==> src/hdl/spq_pkg.sv <==
package spq_pkg;

	localparam int DEPTH      = 16;
	localparam int LEVELS     = 3;
	localparam int ID_W       = 16;
	localparam int PRIO_W     = 2;
	localparam int STAT_W     = 3;
	localparam int PTR_W      = (DEPTH > 1) ? $clog2(DEPTH) : 1;
	localparam int CNT_W      = $clog2(DEPTH + 1);
	localparam int LVL_W      = (LEVELS > 1) ? $clog2(LEVELS) : 1;
	localparam int MEM_DEPTH  = LEVELS * DEPTH;
	localparam int ADDR_W     = $clog2(MEM_DEPTH);
	localparam int FIFO_DEPTH = 2;
	localparam int FPTR_W     = (FIFO_DEPTH > 1) ? $clog2(FIFO_DEPTH) : 1;
	localparam int FCNT_W     = $clog2(FIFO_DEPTH + 1);

	typedef enum logic [STAT_W-1:0] {
		ST_ADDED   = 3'd0,
		ST_SERVED  = 3'd1,
		ST_EMPTY   = 3'd2,
		ST_FULL    = 3'd3,
		ST_BADPRIO = 3'd4
	} status_t;

	typedef struct packed {
		status_t             status;
		logic [ADDR_W-1:0]   addr;
		logic [ID_W-1:0]     id;
		logic [PRIO_W-1:0]   prio;
	} cmd_t;

	typedef struct packed {
		logic empty;
		logic full;
	} fifo_stat_t;

	typedef struct packed {
		logic reading;
		logic pop;
	} back_stat_t;

	typedef enum logic {
		BK_IDLE,
		BK_READ
	} back_state_t;

	function automatic logic [PTR_W-1:0] ptr_next(input logic [PTR_W-1:0] ptr);
		if (ptr == PTR_W'(DEPTH - 1)) begin
			return '0;
		end
		return ptr + PTR_W'(1);
	endfunction

	function automatic logic [FPTR_W-1:0] fptr_next(input logic [FPTR_W-1:0] ptr);
		if (ptr == FPTR_W'(FIFO_DEPTH - 1)) begin
			return '0;
		end
		return ptr + FPTR_W'(1);
	endfunction

endpackage

==> src/hdl/spq_front.sv <==
module spq_front (
	input  logic                        clk,
	input  logic                        arst_n,
	input  logic                        start,
	input  logic                        func,
	input  logic [spq_pkg::ID_W-1:0]    item_id,
	input  logic [spq_pkg::PRIO_W-1:0]  priority_req,
	input  spq_pkg::fifo_stat_t         fifo_stat,
	output logic                        push,
	output spq_pkg::cmd_t               cmd
);

	logic [spq_pkg::PTR_W-1:0] head_q [spq_pkg::LEVELS];
	logic [spq_pkg::PTR_W-1:0] tail_q [spq_pkg::LEVELS];
	logic [spq_pkg::CNT_W-1:0] lvl_cnt_q [spq_pkg::LEVELS];
	logic [spq_pkg::CNT_W-1:0] total_q;

	logic                      prio_ok;
	logic                      full;
	logic [spq_pkg::LVL_W-1:0] en_lvl;
	logic [spq_pkg::LVL_W-1:0] sv_lvl;
	logic                      found;
	logic                      do_add;
	logic                      do_serve;

	assign push    = start && !fifo_stat.full;
	assign prio_ok = (priority_req != '0) && (32'(priority_req) <= 32'(spq_pkg::LEVELS));
	assign full    = (total_q == spq_pkg::CNT_W'(spq_pkg::DEPTH));
	assign en_lvl  = spq_pkg::LVL_W'(32'(priority_req) - 32'd1);

	// highest nonempty level wins
	always_comb begin
		sv_lvl = '0;
		found  = 1'b0;
		for (int i = 0; i < spq_pkg::LEVELS; i++) begin
			if (lvl_cnt_q[i] != '0) begin
				sv_lvl = spq_pkg::LVL_W'(i);
				found  = 1'b1;
			end
		end
	end

	always_comb begin
		cmd      = '0;
		do_add   = 1'b0;
		do_serve = 1'b0;
		cmd.id   = item_id;
		if (!func) begin
			if (!prio_ok) begin
				cmd.status = spq_pkg::ST_BADPRIO;
			end else if (full) begin
				cmd.status = spq_pkg::ST_FULL;
			end else begin
				cmd.status = spq_pkg::ST_ADDED;
				cmd.addr   = spq_pkg::ADDR_W'(32'(en_lvl) * spq_pkg::DEPTH
					+ 32'(tail_q[en_lvl]));
				do_add     = push;
			end
		end else begin
			if (!found) begin
				cmd.status = spq_pkg::ST_EMPTY;
			end else begin
				cmd.status = spq_pkg::ST_SERVED;
				cmd.addr   = spq_pkg::ADDR_W'(32'(sv_lvl) * spq_pkg::DEPTH
					+ 32'(head_q[sv_lvl]));
				cmd.prio   = spq_pkg::PRIO_W'(32'(sv_lvl) + 32'd1);
				do_serve   = push;
			end
		end
	end

	always_ff @(posedge clk or negedge arst_n) begin
		if (!arst_n) begin
			for (int i = 0; i < spq_pkg::LEVELS; i++) begin
				head_q[i]    <= '0;
				tail_q[i]    <= '0;
				lvl_cnt_q[i] <= '0;
			end
			total_q <= '0;
		end else if (do_add) begin
			tail_q[en_lvl]    <= spq_pkg::ptr_next(tail_q[en_lvl]);
			lvl_cnt_q[en_lvl] <= lvl_cnt_q[en_lvl] + spq_pkg::CNT_W'(1);
			total_q           <= total_q + spq_pkg::CNT_W'(1);
		end else if (do_serve) begin
			head_q[sv_lvl]    <= spq_pkg::ptr_next(head_q[sv_lvl]);
			lvl_cnt_q[sv_lvl] <= lvl_cnt_q[sv_lvl] - spq_pkg::CNT_W'(1);
			total_q           <= total_q - spq_pkg::CNT_W'(1);
		end
	end

endmodule

==> src/hdl/spq_cmd_fifo.sv <==
module spq_cmd_fifo (
	input  logic                clk,
	input  logic                arst_n,
	input  logic                push,
	input  spq_pkg::cmd_t       wr_cmd,
	input  logic                pop,
	output spq_pkg::cmd_t       rd_cmd,
	output spq_pkg::fifo_stat_t stat
);

	spq_pkg::cmd_t              slot_q [spq_pkg::FIFO_DEPTH];
	logic [spq_pkg::FPTR_W-1:0] wr_ptr_q;
	logic [spq_pkg::FPTR_W-1:0] rd_ptr_q;
	logic [spq_pkg::FCNT_W-1:0] count_q;

	assign rd_cmd     = slot_q[rd_ptr_q];
	assign stat.empty = (count_q == '0);
	assign stat.full  = (count_q == spq_pkg::FCNT_W'(spq_pkg::FIFO_DEPTH));

	always_ff @(posedge clk) begin
		if (push) begin
			slot_q[wr_ptr_q] <= wr_cmd;
		end
	end

	always_ff @(posedge clk or negedge arst_n) begin
		if (!arst_n) begin
			wr_ptr_q <= '0;
			rd_ptr_q <= '0;
			count_q  <= '0;
		end else begin
			if (push) begin
				wr_ptr_q <= spq_pkg::fptr_next(wr_ptr_q);
			end
			if (pop) begin
				rd_ptr_q <= spq_pkg::fptr_next(rd_ptr_q);
			end
			if (push && !pop) begin
				count_q <= count_q + spq_pkg::FCNT_W'(1);
			end else if (pop && !push) begin
				count_q <= count_q - spq_pkg::FCNT_W'(1);
			end
		end
	end

endmodule

==> src/hdl/spq_back.sv <==
module spq_back (
	input  logic                        clk,
	input  logic                        arst_n,
	input  spq_pkg::fifo_stat_t         fifo_stat,
	input  spq_pkg::cmd_t               cmd,
	output spq_pkg::back_stat_t         back_stat,
	output logic                        done,
	output logic [spq_pkg::STAT_W-1:0]  status,
	output logic [spq_pkg::ID_W-1:0]    served_id,
	output logic [spq_pkg::PRIO_W-1:0]  served_priority
);

	logic [spq_pkg::ID_W-1:0]   mem_q [spq_pkg::MEM_DEPTH];
	logic [spq_pkg::ID_W-1:0]   rd_data_q;
	logic [spq_pkg::PRIO_W-1:0] rd_prio_q;

	spq_pkg::back_state_t state_q;
	spq_pkg::back_state_t state_d;

	logic            pop;
	logic            wr_en;
	logic            rd_en;
	logic            res_valid_q;
	spq_pkg::status_t res_status_q;

	always_comb begin
		state_d = state_q;
		pop     = 1'b0;
		wr_en   = 1'b0;
		rd_en   = 1'b0;
		case (state_q)
			spq_pkg::BK_IDLE: begin
				if (!fifo_stat.empty) begin
					pop = 1'b1;
					if (cmd.status == spq_pkg::ST_SERVED) begin
						rd_en   = 1'b1;
						state_d = spq_pkg::BK_READ;
					end else if (cmd.status == spq_pkg::ST_ADDED) begin
						wr_en = 1'b1;
					end
				end
			end
			spq_pkg::BK_READ: begin
				state_d = spq_pkg::BK_IDLE;
			end
			default: begin
				state_d = spq_pkg::BK_IDLE;
			end
		endcase
	end

	always_ff @(posedge clk or negedge arst_n) begin
		if (!arst_n) begin
			state_q <= spq_pkg::BK_IDLE;
		end else begin
			state_q <= state_d;
		end
	end

	always_ff @(posedge clk) begin
		if (wr_en) begin
			mem_q[cmd.addr] <= cmd.id;
		end
		if (rd_en) begin
			rd_data_q <= mem_q[cmd.addr];
			rd_prio_q <= cmd.prio;
		end
	end

	// non-serve results leave in the cycle after the pop
	always_ff @(posedge clk or negedge arst_n) begin
		if (!arst_n) begin
			res_valid_q <= 1'b0;
		end else begin
			res_valid_q <= pop && !rd_en;
		end
	end

	always_ff @(posedge clk) begin
		if (pop) begin
			res_status_q <= cmd.status;
		end
	end

	assign back_stat.reading = (state_q == spq_pkg::BK_READ);
	assign back_stat.pop     = pop;

	always_comb begin
		if (state_q == spq_pkg::BK_READ) begin
			done            = 1'b1;
			status          = spq_pkg::ST_SERVED;
			served_id       = rd_data_q;
			served_priority = rd_prio_q;
		end else begin
			done            = res_valid_q;
			status          = res_status_q;
			served_id       = '0;
			served_priority = '0;
		end
	end

endmodule

==> src/hdl/stable_priority_queue_core.sv <==
// Flow: with the command queue empty, every request (add, serve or reject) is written into the
// command queue, popped by the back end and registered as a result; a serve reads the ring buffer into a register.
// Throughput: the back end retires one add or reject per cycle; a serve holds off the next pop
// while its read is pending; the two-entry command queue raises busy when the back end lags.
// Reset: arst_n empties every level and the command queue; stored ids are not cleared.
// Results are strobed on done for one cycle; the receiver cannot stall.
module stable_priority_queue_core (
	input  logic                        clk,
	input  logic                        arst_n,
	input  logic                        start,
	output logic                        busy,
	input  logic                        func,
	input  logic [spq_pkg::ID_W-1:0]    item_id,
	input  logic [spq_pkg::PRIO_W-1:0]  priority_req,
	output logic                        done,
	output logic [spq_pkg::STAT_W-1:0]  status,
	output logic [spq_pkg::ID_W-1:0]    served_id,
	output logic [spq_pkg::PRIO_W-1:0]  served_priority
);

	spq_pkg::fifo_stat_t fifo_stat;
	spq_pkg::back_stat_t back_stat;
	spq_pkg::cmd_t       wr_cmd;
	spq_pkg::cmd_t       rd_cmd;
	logic                push;

	assign busy = fifo_stat.full;

	spq_front u_front (
		.clk          (clk),
		.arst_n       (arst_n),
		.start        (start),
		.func         (func),
		.item_id      (item_id),
		.priority_req (priority_req),
		.fifo_stat    (fifo_stat),
		.push         (push),
		.cmd          (wr_cmd)
	);

	spq_cmd_fifo u_fifo (
		.clk    (clk),
		.arst_n (arst_n),
		.push   (push),
		.wr_cmd (wr_cmd),
		.pop    (back_stat.pop),
		.rd_cmd (rd_cmd),
		.stat   (fifo_stat)
	);

	spq_back u_back (
		.clk             (clk),
		.arst_n          (arst_n),
		.fifo_stat       (fifo_stat),
		.cmd             (rd_cmd),
		.back_stat       (back_stat),
		.done            (done),
		.status          (status),
		.served_id       (served_id),
		.served_priority (served_priority)
	);

	a_zero_fields: assert property (@(posedge clk) disable iff (!arst_n)
		done && (status != spq_pkg::ST_SERVED) |-> (served_id == '0) && (served_priority == '0))
		else $error("nonzero payload on a non-serve word");

	a_served_prio: assert property (@(posedge clk) disable iff (!arst_n)
		done && (status == spq_pkg::ST_SERVED) |-> (served_priority != '0))
		else $error("served word without a priority");

	a_no_pop_in_read: assert property (@(posedge clk) disable iff (!arst_n)
		back_stat.reading |-> !back_stat.pop)
		else $error("command popped during a pending read");

	a_serve_follows_read: assert property (@(posedge clk) disable iff (!arst_n)
		back_stat.reading |-> $past(back_stat.pop))
		else $error("read state entered without a pop");

endmodule
==> config.mk <==
export PLATFORM = sky130hd
export DESIGN_NAME = stable_priority_queue_core
export DESIGN_NICKNAME = d
export VERILOG_FILES = /design/src/hdl/spq_pkg.sv /design/src/hdl/spq_front.sv /design/src/hdl/spq_cmd_fifo.sv /design/src/hdl/spq_back.sv /design/src/hdl/stable_priority_queue_core.sv
export SDC_FILE = /design/constraint.sdc
export NUM_CORES = 1
export LEC_CHECK = 0
export BUFFER_PORTS_ARGS = -buffer_cell sky130_fd_sc_hd__buf_4
export CORE_MARGIN = 5
export CORE_UTILIZATION = 45
export CTS_CLUSTER_SIZE = 16
export DETAILED_ROUTE_END_ITERATION = 8
export MAX_ROUTING_LAYER = met4
export PLACE_DENSITY_LB_ADDON = 0.15
export SLEW_MARGIN = 30
export SYNTH_ARGS = -nofsm -noshare
export SYNTH_HDL_FRONTEND = slang
export SYNTH_SLANG_ARGS = --single-unit
==> constraint.sdc <==
create_clock -name clk -period 7 [get_ports clk]
set_clock_uncertainty 0.15 [all_clocks]
set_input_delay 1.05 -clock clk [delete_from_list [all_inputs] [get_ports clk]]
set_output_delay 1.05 -clock clk [all_outputs]
set_load 0.01 [all_outputs]
======== After elaboration in Yosys (flattened, before gate mapping) ========
Memory sizes are Yosys's and may differ from the RTL's. A register that Yosys moved wholly into a read port is not among the register bits.
Cells that the tools add are included.
word-level totals
  register bits ........................... 55
  memory bits (writable) .................. 822
  input port bits ......................... 22
  output and inout bits ................... 23
  logic and storage cells ................. 152
  memories kept ........................... 2
cells by class
  add/subtract/negate cells ............... 14
  order comparisons ....................... 4
  equality and inequality tests ........... 5
  multiplexer cells ....................... 87
  bitwise gates (word level) .............. 4
  reduce and logical (&&, ||, !) cells .... 19
memory list
  name           depth  bits a word  rd ports  clocked after Yosys merged registers in  wr ports  line                text
  u_back.mem_q   48     16           1         1                                        1         spq_back.sv:13      logic [spq_pkg::ID_W-1:0] mem_q [spq_pkg::MEM_DEPTH];
  u_fifo.slot_q  2      27           1         0                                        1         spq_cmd_fifo.sv:11  spq_pkg::cmd_t slot_q [spq_pkg::FIFO_DEPTH];
operators with widths
  kind                 number
  $mux 4               13
  $mux 5               8
  $mux 1               36
  $bwmux 15            2
  $mux 15              2
  $bwmux 12            2
  $bmux 5 s2           2
  $demux 5 s2          2
  $mux 6               3
  $bmux 4 s2           2
  $demux 4 s2          2
  $mux 16              1
  $mux 2               8
  $reduce_bool 5->1    3
  $add 6x4->6          2
  $add 5x1->5 const B  2
  $sub 5x1->5 const B  2
  $mux 9               1
  $add 4x1->4 const B  2
  $eq 4x4->1 const B   2
  $ge 3x3->1 const B   2
  $logic_and 1x1->1    6
  $lt 3x1->1 const B   2
  $mux 3               2
  other kinds (14)     24

======== Depth between registers and ports, before layout ========
  depth in word-level cells ............... 15
  depth in mapped cells ................... 12
  depth with buffers taken out ............ 11

======== Hierarchy ========
From an unflattened synthesis, not the netlist that was laid out.
unflattened totals
  cells, all modules ...................... 2,116
  area total of the unflattened synthesis .. 35,611.7 µm²
modules (own cells, without submodules)
  module        times used  cells an instance  area an instance (µm²)  sequential area each (µm²)
  spq_back      1           1,738              30,591.8                23,742.8
  spq_front     1           278                2,785.2                 1,101.1
  spq_cmd_fifo  1           100                2,234.6                 1,721.7

======== Worst setup path before layout ========
No wires, ideal clock.
  path kind ............................... input-to-reg
  start ................................... input priority_req[0] (netlist bit)
  end ..................................... register u_front.lvl_cnt_q[4] (netlist bit)
  library setup time ...................... 0.137 ns
  arrival ................................. 3.434 ns
  required time ........................... 6.713 ns
  setup slack ............................. 3.279 ns
  cell stages on the path ................. 12
  path buffers ............................ 2
  cell sequence ........................... clkbuf_1 > inv_1 > ha_1 > clkbuf_1 > mux2_2 > a22oi_1 > inv_1 > ha_1 > nor3b_1 > xnor2_1 > a22oi_1 > o21ai_0
between the ends
  word-level cells in the longest chain between the ends .. 8
ends and longest elaborated chain
  what                                                               line                              text
  start, declared                                                    stable_priority_queue_core.sv:14  input logic [spq_pkg::PRIO_W-1:0] priority_req,
  $sub 2x1->2                                                        spq_front.sv:29                   assign en_lvl = spq_pkg::LVL_W'(32'(priority_req) - 32'd1);
  $not 2->3 (implied by the code)                                    spq_front.sv:82                   lvl_cnt_q[en_lvl] <= lvl_cnt_q[en_lvl] + spq_pkg::CNT_W'(1);
  $bmux 5 s2, or another cell as far along                           spq_front.sv:82
  $mux 5 (implied by the code) or $logic_and 1x1->1 (tied branches)  spq_front.sv:82
  $mux 5 (implied by the code)                                       spq_front.sv:82
  $add 5x1->5 or $demux 5 s2 (tied branches)                         spq_front.sv:82
  $bwmux 15                                                          spq_front.sv:82
  $mux 15                                                            spq_front.sv:80                   end else if (do_add) begin
  end signal, assigned by index                                      spq_front.sv:82
  end signal, assigned by index                                      spq_front.sv:86                   lvl_cnt_q[sv_lvl] <= lvl_cnt_q[sv_lvl] - spq_pkg::CNT_W'(1);
  end, declared                                                      spq_front.sv:15                   logic [spq_pkg::CNT_W-1:0] lvl_cnt_q [spq_pkg::LEVELS];
Several ways; a longest one is shown, not always the timed one. The select of a mux whose other input is x is not followed.
A chain may end at the register's enable or synchronous reset.

======== Worst setup path after layout ========
  start ................................... register u_fifo.rd_ptr_q
  end ..................................... memory u_back.mem_q[35][5] (netlist bit), enable pin
between the ends
  word-level cells in the longest chain between the ends .. 8
ends and longest elaborated chain
  what                          line                text
  start, declared               spq_cmd_fifo.sv:13  logic [spq_pkg::FPTR_W-1:0] rd_ptr_q;
  start signal, assigned        spq_cmd_fifo.sv:36  rd_ptr_q <= spq_pkg::fptr_next(rd_ptr_q);
  $mem_v2 2x27 (*)              --
  $logic_not 3->1               spq_back.sv:38      end else if (cmd.status == spq_pkg::ST_ADDED) begin
  $mux 1                        spq_back.sv:38
  $mux 1                        spq_back.sv:35      if (cmd.status == spq_pkg::ST_SERVED) begin
  $mux 1                        spq_back.sv:33      if (!fifo_stat.empty) begin
  $mux 1                        spq_back.sv:31      case (state_q)
  $mux 1                        spq_back.sv:61      if (wr_en) begin
  $mux 1 (implied by the code)  spq_back.sv:62      mem_q[cmd.addr] <= cmd.id;
  end, declared                 spq_back.sv:13
Mark *: on every way between the ends. The rest lies on a longest branch, timed or not.

==> metrics.yaml <==
final_min_period_over_clock_period_pct: 67.5
rsz0062_at_grt: "no"
htree_depth: 3
worst-slew-pin-transition_ns: 1.03
report.final.setup_viol: 0
path_clk_slew_ns: 0.06
fillCellCount: 6528
power_per_cell_area_nw_per_um2: 450
grt_pass1_wl_mm: 161
final.min_clock_period_ns: 4.72
area_growth_syn_to_layout_pct: 14.2
worst_path_dominant_cell_family: "simple AND/OR/NAND/NOR gates"
timing.critical_path.buf_inv: 2
drt_pass1_iterations: 7
wl_met3_mm: 10.3
yosys.area.top_type: "sky130_fd_sc_hd__edfxtp_1"
clkPwrFrac_pct: 26.1
end_kind: "flip-flop"
wire_length_on_met1_mm: 45.5
clock_sinks: 893
antenna_violating_nets_post_route: 0
synth_top_cell_area_share_pct: 71.2
nNetsFinal: 2334
cts_tree: "yes"
drt_drc_violations_left: 0
buffers_inserted_by_post_cts_timing_repair: 0
vdd_drop_max_v: 0.000363
max_slew_margin_pct: 31.0
clock_path_buffers: 3
critical_path.reg2reg.endpoint: "u_back.mem_q[35][5]$_DFFE_PP_"
hold_viol_final: 0
gp_congestion: 0.907
worst_path_largest_cell_delay_ns: 0.85
critPathMaxFanout: 67
syn_nets: 2227
finalCoreUtilization_pct: 51.6
layoutNonFillerInstCount: 3428
hpwl_mm: 67.8
syn-cell-area_sq_um: 35500
power.net_switching_mw: 6.87
ctsResizeCount: 0
crit_top_cell: "sky130_fd_sc_hd__buf_4"
async_reset_ff_share_pct: 5.60
count_of_port_buffers_added_during_placement: 44
die-area_sq_um: 84700
seq_power_share_pct: 38.9
worst_r2r_path_depth: 6
avgSynthCellArea_sq_um: 16.2
power.leakage_nw: 13.3
final_max_slew_viol_count: 0
core_sq_um: 78600
r2r_start: "u_fifo.rd_ptr_q$_DFFE_PN0P_"
fmax_mhz: 212
critPathLaunchType: "flip-flop"
ios: 45
highest_layer: "met4"
dr.first_iter.drc_count: 3246
place.detailed.instances: 3254
synthesis_warning_total: 0
critPathRequiredTime_ns: 7.18
worstSetupStartpoint: "u_fifo.rd_ptr_q$_DFFE_PN0P_"
ys_types: 82
dr_total_vias: 21922
synth.ff_latch_count: 893
wire_per_inst_um: 33.0
outcome: "finished, final reports clean"
cap_viol_max_count: 0
number_of_antenna_violations_at_the_first_check_in_global_routing: 5
setup.worst_path.class: "flip-flop to flip-flop"
synth_edf_count: 843
power.total_mw: 18.3
grt_pass1_vias: 21553
clock-root-buffer: "sky130_fd_sc_hd__clkbuf_16"
power_frac_comb_pct: 35.0
floorplan.initialDensity_pct: 45.2
worst_hold_path_type: "input pin to async pin"
critical-path-slowest-cell: "sky130_fd_sc_hd__nor4_1"
met2_wirelength_mm: 53.5
critical_path.cell_chain: "buf_4 -> mux2_2 -> nor4_1 -> nand2_1 -> nor2_1 -> buf_4"
chipWidth_um: 291
critical_path_cell_count: 6
yosys_most_used_dff: "sky130_fd_sc_hd__edfxtp_1"
p_sw_share_pct: 37.6
worst_skew_late_latency_ns: 0.65
cts-buffers-inserted: 93
internal-power_mw: 11.4
cts.hold.buffers_added: 0
post_synth_main_area_contributors: "sky130_fd_sc_hd__edfxtp_1 (71%), sky130_fd_sc_hd__dfrtp_1 (3.5%), sky130_fd_sc_hd__mux2_2 (3.5%), sky130_fd_sc_hd__a22oi_1 (2.7%), sky130_fd_sc_hd__a221oi_1 (2.4%)"
postSynthCellCount: 2192
row_count: 103
fp.dieH_um: 291
grt_remaining_overflow: 0
worstPathArrival_ns: 4.91
rrSetupSlack_ns: 2.28
worstSetupEndpoint: "u_back.mem_q[35][5]$_DFFE_PP_"
route.final.wire_length_mm: 113
post_route_cells_drive_above_1_share_pct: 18.7
vias_per_cell: 6.39
tns_ns: 0
synth_sequential_area_ratio_pct: 74.8
grt_max_degree: 68
global_route_usage_sum_pct: 26.9
routing by layer:
layer	global-route usage (%)	up-vias
met5	-	-
met4	8.37	0
met3	4.98	200
met2	41.7	1213
met1	36.6	11394
li1	-	9115
per-stage QoR:
stage	setup WS (ns)	instance area, sq um	hold slack [ns]
after floorplan	3.28	35500	0.290
after global placement	2.09	37500	0.309
after detailed placement	2.31	37600	0.312
after CTS	2.29	40500	0.304
after global routing	2.13	40600	0.350
final	2.28	40600	0.300
placed cells by master, fill, tap and decap left out, types with 22 or more instances in the layout:
master,n
sky130_fd_sc_hd__o221ai_1,29
sky130_fd_sc_hd__o22ai_1,33
sky130_fd_sc_hd__a21oi_1,67
sky130_fd_sc_hd__nor2_1,100
sky130_fd_sc_hd__a22oi_1,127
sky130_fd_sc_hd__and2_1,22
sky130_fd_sc_hd__clkinv_1,22
sky130_fd_sc_hd__buf_4,146
sky130_fd_sc_hd__nand3_1,26
sky130_fd_sc_hd__o21ai_0,60
sky130_fd_sc_hd__mux2_2,99
sky130_fd_sc_hd__edfxtp_1,843
sky130_fd_sc_hd__dfrtp_1,49
sky130_fd_sc_hd__nand2_1,127
sky130_fd_sc_hd__mux2i_1,43
sky130_fd_sc_hd__a221oi_1,98
sky130_fd_sc_hd__clkbuf_16,96
power groups by stage:
stage | registers (mW) | logic, mW | clock network, mW
6_report | 7.10 | 6.40 | 4.77
5_1_grt | 7.12 | 6.67 | 5.05
4_1_cts | 7.09 | 6.31 | 4.83
3_5_place_dp | 7.20 | 6.29 | 0
3_3_place_gp | 7.21 | 6.20 | 0
2_1_floorplan | 7.01 | 3.52 | 0
how the worst min path moves through the flow:
stage	cells past startpoint	start	slack (ns)	to
2_1_floorplan	2	u_front.tail_q[9]$_DFFE_PN0P_	0.29	u_front.tail_q[9]$_DFFE_PN0P_
3_3_place_gp	2	u_front.tail_q[9]$_DFFE_PN0P_	0.31	u_front.tail_q[9]$_DFFE_PN0P_
3_5_place_dp	2	u_front.tail_q[2]$_DFFE_PN0P_	0.31	u_front.tail_q[2]$_DFFE_PN0P_
4_1_cts	1	arst_n	0.30	u_front.total_q[3]$_DFFE_PN0P_
5_1_grt	1	arst_n	0.35	u_front.lvl_cnt_q[8]$_DFFE_PN0P_
6_report	1	arst_n	0.30	u_front.lvl_cnt_q[0]$_DFFE_PN0P_
final cells by class:
class,count,area (sq um),share of cell area (%)
sequential,893,26600,65.5
inverter,19,71.3,0.176
timing repair buffer,147,1110,2.74
multi-input combinational,1145,8570,21.1
tap,1050,1310,3.24
clock buffer,116,2490,6.13
antenna,4,10.0,0.0247
clock inverter,54,422,1.04
synth_stat cells (8+ instances only):
master,instances
sky130_fd_sc_hd__edfxtp_1,843
sky130_fd_sc_hd__a22oi_1,127
sky130_fd_sc_hd__nand2_1,127
sky130_fd_sc_hd__nor2_1,112
sky130_fd_sc_hd__mux2_2,111
sky130_fd_sc_hd__a221oi_1,98
sky130_fd_sc_hd__clkbuf_1,89
sky130_fd_sc_hd__a21oi_1,67
sky130_fd_sc_hd__o21ai_0,61
sky130_fd_sc_hd__dfrtp_1,50
sky130_fd_sc_hd__mux2i_1,46
sky130_fd_sc_hd__o22ai_1,34
sky130_fd_sc_hd__o221ai_1,29
sky130_fd_sc_hd__nand3_1,26
sky130_fd_sc_hd__and2_1,22
sky130_fd_sc_hd__buf_1,22
sky130_fd_sc_hd__buf_2,20
sky130_fd_sc_hd__a222oi_1,19
sky130_fd_sc_hd__inv_1,18
sky130_fd_sc_hd__o211ai_1,13
sky130_fd_sc_hd__ha_1,12
sky130_fd_sc_hd__xnor2_1,12
sky130_fd_sc_hd__mux4_2,11
sky130_fd_sc_hd__nor3b_1,11
sky130_fd_sc_hd__and3_1,9
sky130_fd_sc_hd__nor2b_1,9
sky130_fd_sc_hd__a31oi_1,8
sky130_fd_sc_hd__and3b_1,8
sky130_fd_sc_hd__nand2b_1,8
sky130_fd_sc_hd__or2_2,8
cells by family after synthesis:
| family | Yosys count | share of synthesized area, % |
|---|---|---|
| DFF | 893 | 74.8 |
| AOI/OAI and AO/OA | 549 | 11.4 |
| and+or+nand+nor | 391 | 5.38 |
| muxes | 174 | 5.74 |
| buffers and inverters | 154 | 1.75 |
| xor gates and xnor gates | 18 | 0.444 |
| adders and majority gates | 13 | 0.479 |
state kept, by name, summed over array words and instances (netlist names):
register / cells
u_back.rd_prio_q: 2
u_fifo.slot_q: 54
u_front.tail_q: 12
u_front.lvl_cnt_q: 15
u_back.mem_q: 768
u_fifo.wr_ptr_q: 1
u_back.state_q: 1
u_fifo.count_q: 2
u_back.res_valid_q: 1
u_front.total_q: 5
u_back.rd_data_q: 16
u_front.head_q: 12
u_back.res_status_q: 3
u_fifo.rd_ptr_q: 1
(Power assumes the default switching activity.)
